===== src/rtl/ksfl_pkg.sv =====
package ksfl_pkg;

  localparam int NUM_STACKS_DEF = 4;
  localparam int CAPACITY_DEF   = 64;
  localparam int VALUE_BITS_DEF = 32;

  localparam int KIND_W   = 2;
  localparam int SID_W    = 2;
  localparam int PV_W     = 32;
  localparam int STATUS_W = 2;
  localparam int DEPTH_W  = 7;

  typedef enum logic [KIND_W-1:0] {
    KIND_PUSH  = 2'd0,
    KIND_POP   = 2'd1,
    KIND_PEEK  = 2'd2,
    KIND_DEPTH = 2'd3
  } kind_t;

  localparam logic [STATUS_W-1:0] STATUS_OK       = 2'd0;
  localparam logic [STATUS_W-1:0] STATUS_OVERFLOW = 2'd1;
  localparam logic [STATUS_W-1:0] STATUS_EMPTY    = 2'd2;

  typedef enum logic [1:0] {
    S_IDLE,
    S_LOOKUP,
    S_FETCH
  } state_t;

endpackage


===== src/rtl/ksfl_link_store.sv =====
module ksfl_link_store #(
  parameter int CAPACITY = ksfl_pkg::CAPACITY_DEF,
  parameter int LINK_W   = $clog2(CAPACITY + 1)
) (
  input  logic              clk,
  input  logic              rst,
  input  logic              rd_en,
  input  logic [LINK_W-1:0] rd_addr,
  output logic [LINK_W-1:0] rd_data,
  input  logic              wr_en,
  input  logic [LINK_W-1:0] wr_addr,
  input  logic [LINK_W-1:0] wr_data
);

  localparam int IDX_W = $clog2(CAPACITY);

  logic [LINK_W-1:0] mem [CAPACITY];
  logic [LINK_W-1:0] mem_q;
  logic [LINK_W-1:0] addr_q;
  logic              fresh_q;
  logic [LINK_W-1:0] fill;

  // entries at or above the fill mark still hold their reset chain i -> i+1
  always_ff @(posedge clk) begin
    if (rst) begin
      fill <= '0;
    end else if (wr_en && wr_addr >= fill) begin
      fill <= wr_addr + LINK_W'(1);
    end
  end

  always_ff @(posedge clk) begin
    if (wr_en) begin
      mem[wr_addr[IDX_W-1:0]] <= wr_data;
    end
    if (rd_en) begin
      mem_q   <= mem[rd_addr[IDX_W-1:0]];
      addr_q  <= rd_addr;
      fresh_q <= (rd_addr >= fill);
    end
  end

  assign rd_data = fresh_q ? (addr_q + LINK_W'(1)) : mem_q;

endmodule


===== src/rtl/k_stacks_shared_free_list_unit.sv =====
// channel | beat moves                          | handshake
// --------+-------------------------------------+---------------------------
// in      | kind, stack_id, push_value          | in_valid / in_stall
// out     | status, read_value, depth, store_full | out_valid / out_stall
//
// Every item first reads the stack table; pop and peek of a non-empty stack
// then read the link and value memories at the head.
// One item at a time; in_stall is low only when the unit is idle.
// A finished beat waits in the output register; the unit holds its commit
// while that register is full and stalled.
// Reset needs no clearing pass: a fill mark stands in for the link chain.
module k_stacks_shared_free_list_unit #(
  parameter int NUM_STACKS = ksfl_pkg::NUM_STACKS_DEF,
  parameter int CAPACITY   = ksfl_pkg::CAPACITY_DEF,
  parameter int VALUE_BITS = ksfl_pkg::VALUE_BITS_DEF
) (
  input  logic                                 clk,
  input  logic                                 rst,
  input  logic                                 in_valid,
  output logic                                 in_stall,
  input  logic        [ksfl_pkg::KIND_W-1:0]   kind,
  input  logic        [ksfl_pkg::SID_W-1:0]    stack_id,
  input  logic signed [ksfl_pkg::PV_W-1:0]     push_value,
  output logic                                 out_valid,
  input  logic                                 out_stall,
  output logic        [ksfl_pkg::STATUS_W-1:0] status,
  output logic signed [ksfl_pkg::PV_W-1:0]     read_value,
  output logic        [ksfl_pkg::DEPTH_W-1:0]  depth,
  output logic                                 store_full
);

  localparam int LINK_W = $clog2(CAPACITY + 1);
  localparam int IDX_W  = $clog2(CAPACITY);
  localparam int SIDX_W = (NUM_STACKS > 1) ? $clog2(NUM_STACKS) : 1;
  localparam logic [LINK_W-1:0] NULL_LINK = LINK_W'(CAPACITY);

  ksfl_pkg::state_t state, state_next;

  ksfl_pkg::kind_t         kind_q;
  logic [SIDX_W-1:0]       sidx_q;
  logic                    present_q;
  logic [VALUE_BITS-1:0]   pv_q;

  logic [2*LINK_W-1:0]     stk_mem [NUM_STACKS];
  logic [NUM_STACKS-1:0]   stk_vld;
  logic [2*LINK_W-1:0]     stk_q;
  logic                    stk_vld_q;

  logic [VALUE_BITS-1:0]   vmem [CAPACITY];
  logic [VALUE_BITS-1:0]   val_q;

  logic [LINK_W-1:0]       free_head, free_head_next;

  logic                    accept, out_free, commit, to_fetch;
  logic [SIDX_W-1:0]       sidx_in;
  logic                    present_in;
  logic signed [63:0]      pv_wide;
  logic [LINK_W-1:0]       head_cur, cnt_cur, link_norm;
  logic                    fh_null, head_null;
  logic signed [VALUE_BITS-1:0] val_s;

  logic                    link_rd_en, link_wr_en;
  logic [LINK_W-1:0]       link_rd_addr, link_rd_data, link_wr_addr, link_wr_data;
  logic                    val_rd_en, val_wr_en, stk_wr_en;
  logic [2*LINK_W-1:0]     stk_wr_data;
  logic [ksfl_pkg::STATUS_W-1:0] res_status;
  logic [ksfl_pkg::PV_W-1:0]     res_value;
  logic [LINK_W-1:0]       res_cnt;

  assign accept     = in_valid && !in_stall;
  assign out_free   = !out_valid || !out_stall;
  assign sidx_in    = SIDX_W'(stack_id);
  assign present_in = 32'(stack_id) < 32'(NUM_STACKS);
  assign pv_wide    = 64'(push_value);
  assign head_cur   = stk_vld_q ? stk_q[2*LINK_W-1:LINK_W] : NULL_LINK;
  assign cnt_cur    = stk_vld_q ? stk_q[LINK_W-1:0] : '0;
  assign fh_null    = free_head >= NULL_LINK;
  assign head_null  = head_cur >= NULL_LINK;
  assign link_norm  = (link_rd_data >= NULL_LINK) ? NULL_LINK : link_rd_data;
  assign val_s      = val_q;
  assign in_stall   = (state != ksfl_pkg::S_IDLE);

  ksfl_link_store #(
    .CAPACITY (CAPACITY),
    .LINK_W   (LINK_W)
  ) u_links (
    .clk     (clk),
    .rst     (rst),
    .rd_en   (link_rd_en),
    .rd_addr (link_rd_addr),
    .rd_data (link_rd_data),
    .wr_en   (link_wr_en),
    .wr_addr (link_wr_addr),
    .wr_data (link_wr_data)
  );

  always_comb begin
    state_next = state;
    unique case (state)
      ksfl_pkg::S_IDLE: begin
        if (in_valid) state_next = ksfl_pkg::S_LOOKUP;
      end
      ksfl_pkg::S_LOOKUP: begin
        if (to_fetch) state_next = ksfl_pkg::S_FETCH;
        else if (commit) state_next = ksfl_pkg::S_IDLE;
      end
      ksfl_pkg::S_FETCH: begin
        if (commit) state_next = ksfl_pkg::S_IDLE;
      end
      default: state_next = ksfl_pkg::S_IDLE;
    endcase
  end

  always_comb begin
    link_rd_en     = 1'b0;
    link_rd_addr   = free_head;
    link_wr_en     = 1'b0;
    link_wr_addr   = free_head;
    link_wr_data   = head_cur;
    val_rd_en      = 1'b0;
    val_wr_en      = 1'b0;
    stk_wr_en      = 1'b0;
    stk_wr_data    = {head_cur, cnt_cur};
    free_head_next = free_head;
    commit         = 1'b0;
    to_fetch       = 1'b0;
    res_status     = ksfl_pkg::STATUS_OK;
    res_value      = '0;
    res_cnt        = cnt_cur;
    unique case (state)
      ksfl_pkg::S_IDLE: begin
        link_rd_en = in_valid && !fh_null;
      end
      ksfl_pkg::S_LOOKUP: begin
        unique case (kind_q)
          ksfl_pkg::KIND_PUSH: begin
            commit = out_free;
            if (!present_q || fh_null) begin
              res_status = ksfl_pkg::STATUS_OVERFLOW;
            end else begin
              res_cnt      = cnt_cur + LINK_W'(1);
              link_wr_en   = out_free;
              link_wr_addr = free_head;
              link_wr_data = head_cur;
              val_wr_en    = out_free;
              stk_wr_en    = out_free;
              stk_wr_data  = {free_head, cnt_cur + LINK_W'(1)};
              if (out_free) free_head_next = link_norm;
            end
          end
          ksfl_pkg::KIND_POP, ksfl_pkg::KIND_PEEK: begin
            if (!present_q || head_null) begin
              commit     = out_free;
              res_status = ksfl_pkg::STATUS_EMPTY;
            end else begin
              link_rd_en   = 1'b1;
              link_rd_addr = head_cur;
              val_rd_en    = 1'b1;
              to_fetch     = 1'b1;
            end
          end
          ksfl_pkg::KIND_DEPTH: begin
            commit = out_free;
          end
          default: commit = out_free;
        endcase
      end
      ksfl_pkg::S_FETCH: begin
        commit    = out_free;
        res_value = ksfl_pkg::PV_W'(val_s);
        if (kind_q == ksfl_pkg::KIND_POP) begin
          res_cnt      = (cnt_cur != '0) ? cnt_cur - LINK_W'(1) : cnt_cur;
          link_wr_en   = out_free;
          link_wr_addr = head_cur;
          link_wr_data = free_head;
          stk_wr_en    = out_free;
          stk_wr_data  = {link_norm, res_cnt};
          if (out_free) free_head_next = head_cur;
        end
      end
      default: ;
    endcase
  end

  always_ff @(posedge clk) begin
    if (rst) begin
      state     <= ksfl_pkg::S_IDLE;
      free_head <= '0;
      stk_vld   <= '0;
      stk_vld_q <= 1'b0;
      out_valid <= 1'b0;
    end else begin
      state     <= state_next;
      free_head <= free_head_next;
      if (accept) stk_vld_q <= stk_vld[sidx_in];
      if (stk_wr_en) stk_vld[sidx_q] <= 1'b1;
      if (commit) out_valid <= 1'b1;
      else if (!out_stall) out_valid <= 1'b0;
    end
  end

  always_ff @(posedge clk) begin
    if (accept) begin
      kind_q    <= ksfl_pkg::kind_t'(kind);
      sidx_q    <= sidx_in;
      present_q <= present_in;
      pv_q      <= pv_wide[VALUE_BITS-1:0];
      stk_q     <= stk_mem[sidx_in];
    end
    if (stk_wr_en) stk_mem[sidx_q] <= stk_wr_data;
  end

  always_ff @(posedge clk) begin
    if (val_wr_en) vmem[free_head[IDX_W-1:0]] <= pv_q;
    if (val_rd_en) val_q <= vmem[head_cur[IDX_W-1:0]];
  end

  always_ff @(posedge clk) begin
    if (commit) begin
      status     <= res_status;
      read_value <= res_value;
      depth      <= present_q ? ksfl_pkg::DEPTH_W'(res_cnt) : '0;
      store_full <= (free_head_next >= NULL_LINK);
    end
  end

endmodule


===== config.mk =====
export PLATFORM = sky130hd
export DESIGN_NAME = k_stacks_shared_free_list_unit
export DESIGN_NICKNAME = d
export VERILOG_FILES = /design/src/rtl/ksfl_pkg.sv /design/src/rtl/ksfl_link_store.sv /design/src/rtl/k_stacks_shared_free_list_unit.sv
export SDC_FILE = /design/constraint.sdc
export NUM_CORES = 2
export LEC_CHECK = 0
export BUFFER_PORTS_ARGS = -buffer_cell sky130_fd_sc_hd__buf_2
export CORE_AREA = 2 2 653 655
export CTS_CLUSTER_SIZE = 16
export DETAILED_ROUTE_END_ITERATION = 16
export DIE_AREA = 0 0 655 657
export PLACE_DENSITY_LB_ADDON = 0.08
export SETUP_SLACK_MARGIN = 0.1
export SLEW_MARGIN = 25
export SYNTH_ARGS = -nofsm -noshare
export SYNTH_HDL_FRONTEND = slang
export SYNTH_SLANG_ARGS = --single-unit

===== constraint.sdc =====
create_clock -name clk -period 9.3 [get_ports clk]
set_input_delay 1.86 -clock clk [delete_from_list [all_inputs] [get_ports clk]]
set_output_delay 1.86 -clock clk [all_outputs]
set_load 0.05 [all_outputs]

==> results.sh <==
export IMPL_status="completed"
export IMPL_relSlewSlack_pct=20.7
export IMPL_io_pin_count=84
export IMPL_core_area_um2=423000
export IMPL_power_density_nw_per_um2=214
export IMPL_critPathCaptureType="register"
export IMPL_tightest_slew_ns=1.18
export IMPL_grt_max_degree=101
export IMPL_cp_arrival_ns=5.95
export IMPL_synth_fp_nets=5580
export IMPL_drt_pass1_iter_count=6
export IMPL_hpwl_mm=198
export IMPL_irDropWorstVdd_mv=0.132
export IMPL_final_common_cell="edfxtp_1"
export IMPL_dp_cells=11200
export IMPL_crit_fanout=51
export IMPL_rsz0062_at_grt="no"
export IMPL_synthSimpleGateAreaFrac_pct=5.09
export IMPL_final_util_pct=29.4
export IMPL_antenna_found_initial=25
export IMPL_synth_mux_area_share_pct=12.7
export IMPL_ys_warn_count=0
export IMPL_synth_compound_area_share_pct=3.24
export IMPL_worstSkewPairLatency_ns=0.94
export IMPL_synthAdderAreaFrac_pct=0.309
export IMPL_htreeDepth=5
export IMPL_antenna_left=0
export IMPL_ys_async_sr_fraction_pct=0
export IMPL_cts_buffer_depth=4
export IMPL_die_y_um=657
export IMPL_final_layout_size_suffix_gt1_share_pct=23.3
export IMPL_leakage_nw=37.9
export IMPL_cts_buffers=329
export IMPL_ff2ff_setup_slack_ns=4.00
export IMPL_io_buffer_count=83
export IMPL_clock_fmax_mhz=189
export IMPL_cts_setup_buffers=0
export IMPL_path_class="reg -> reg"
export IMPL_setup_slack_ns=4.00
export IMPL_drc_errors=0
export IMPL_synth_main_ff_cell="edfxtp_1"
export IMPL_vias_per_cell=4.58
export IMPL_first_iter_violations=4850
export IMPL_final_min_clock_period_ns=5.30
export IMPL_yosysSeqAreaShare_pct=77.1
export IMPL_grt_pass1_wl_mm=487
export IMPL_clkTransAtPathRegs_ns=0.06
export IMPL_dp_slack_ns=3.88
export IMPL_vias=54000
export IMPL_synth_xor_area_share_pct=0.0748
export IMPL_area_growth_pct=18.1
export IMPL_power_total_mw=26.6
export IMPL_routabilityCongestion=0.740
export IMPL_grt_usage_pct=16.2
export IMPL_synth_top_family_by_area="multiplexers"
export IMPL_post_drt_wl_per_cell_um=30.2
export IMPL_cts_resized=0
export IMPL_hp_class="reg -> reg"
export IMPL_synth_avg_cell_area_um2=19.1
export IMPL_layout_nets=5903
export IMPL_wl_mm=355
export IMPL_synth_edf_count=2691
export IMPL_critPathRequiredTime_ns=9.95
export IMPL_hold_viol=0
export IMPL_dieWidth_um=655
export IMPL_stdcell_count=11800
export IMPL_finClkSkew_ns=0.0674
export IMPL_initial_core_util_pct=24.9
export IMPL_synth_area_um2=105000
export IMPL_cts_hold_buf=0
export IMPL_startpoint_type="register"
export IMPL_layout_common_cells="2,691 x edfxtp_1, 748 x nand2_1, 536 x mux4_2, 332 x clkbuf_16, 209 x buf_4"
export IMPL_setup_viol=0
export IMPL_std_cell_rows=239
export IMPL_ys_seq_elements=2713
export IMPL_overflow=0
export IMPL_synth_cells=5514
export IMPL_grt_pass1_vias=56500
export IMPL_cts_root_buf="clkbuf_16"
export IMPL_cts_sinks=2713
export IMPL_period_share_pct=57.0
export IMPL_die_area_um2=430000
export IMPL_yosysUniqueCellTypes=67
export IMPL_slew_viol_final=0
export IMPL_tns_ns=0
export IMPL_maxCapViolations=0
export IMPL_cts_tree="done"
==> per-stage QoR <==
stage	instance area (um^2)	hold slack, ns
finish	124000	0.475
global route	124000	0.498
CTS	124000	0.477
detailed placement	114000	0.463
global placement	114000	0.450
floorplan	105000	0.435
==> state kept, by name (all words and copies together), names as in the netlist, 4 cells and up, named ones only <==
signal,count
read_value,32
pv_q,32
stk_mem,56
depth,7
u_links.mem_q,7
u_links.addr_q,7
stk_vld,4
val_q,32
vmem,2048
u_links.mem,448
u_links.fill,7
stk_q,14
==> power breakdown <==
part / internal, mW / switching, mW
Combinational: 0.180 / 0.472
Clock: 7.28 / 5.23
Sequential: 13.5 / 0.0196
Total: 20.9 / 5.72
==> worst max-delay path, cell delays in order, from the launching register on <==
cell and delay [ns]:
dfxtp_1 0.39, inv_1 0.09, ha_1 0.19, buf_4 0.20
nand4b_1 0.15, buf_4 0.34, mux2_4 0.50, inv_6 0.53
buf_4 0.61, buf_4 0.60, nor2_1 0.21, a221o_1 0.39
a211oi_1 0.49, o32a_1 0.24, a31oi_1 0.05
==> per-layer routing <==
| layer | part of all wire (%) | track usage (%) | up-vias |
|---|---|---|---|
| li1 | - | - | 23000 |
| met1 | 44 | 21.6 | 29400 |
| met2 | 51 | 28.2 | 1183 |
| met3 | 3.8 | 2.24 | 388 |
| met4 | 2.0 | 3.25 | 0 |
| met5 | 0 | 0 | - |
==> logic make-up after synthesis <==
| group | after synthesis |
|---|---|
| AO/OA/AOI/OAI | 509 |
| XOR/XNOR | 9 |
| adder cells (fa/ha/maj) | 26 |
| buffers and inverters | 350 |
| flip-flops | 2713 |
| multiplexers | 659 |
| AND/OR/NAND/NOR | 1248 |
==> synthesized netlist by cell type, types with 22 or more instances <==
cell         n  area (um^2)
a21oi_1    171          856
a311oi_1   100          876
a31oi_1     42          263
and2_1      42          263
and3_1     102          638
buf_1       31          116
buf_2       89          445
buf_4       22          165
clkbuf_1   170          638
dfxtp_1     22          440
edfxtp_1  2691        80800
ha_1        26          325
inv_1       27          101
mux2i_1    111         1110
mux4_2     536        12100
nand2_1    753         2830
nand3_1    102          510
nor2_1     179          672
o21ai_0     37          185
o22ai_1     53          332
==> path summary, 6_finish.rpt <==
path,startpoint,endpoint,cells past startpoint
setup / recovery,state[1],u_links.mem_q[1],14
hold / removal,u_links.fill[4],u_links.fill[4],2
setup reg to reg,state[1],u_links.mem_q[1],14
hold reg to reg,u_links.fill[4],u_links.fill[4],2
==> layout make-up <==
type	instances	area (um^2)
clock inverter	177	1630
clock buffer	414	8680
inverter	33	131
fill	41700	298000
sequential	2713	81200
multi-input combinational	2451	23300
antenna	15	37.5
timing repair buffer	309	2320
tap	5663	7090
Note: power is estimated with default switching activity, not from simulation.
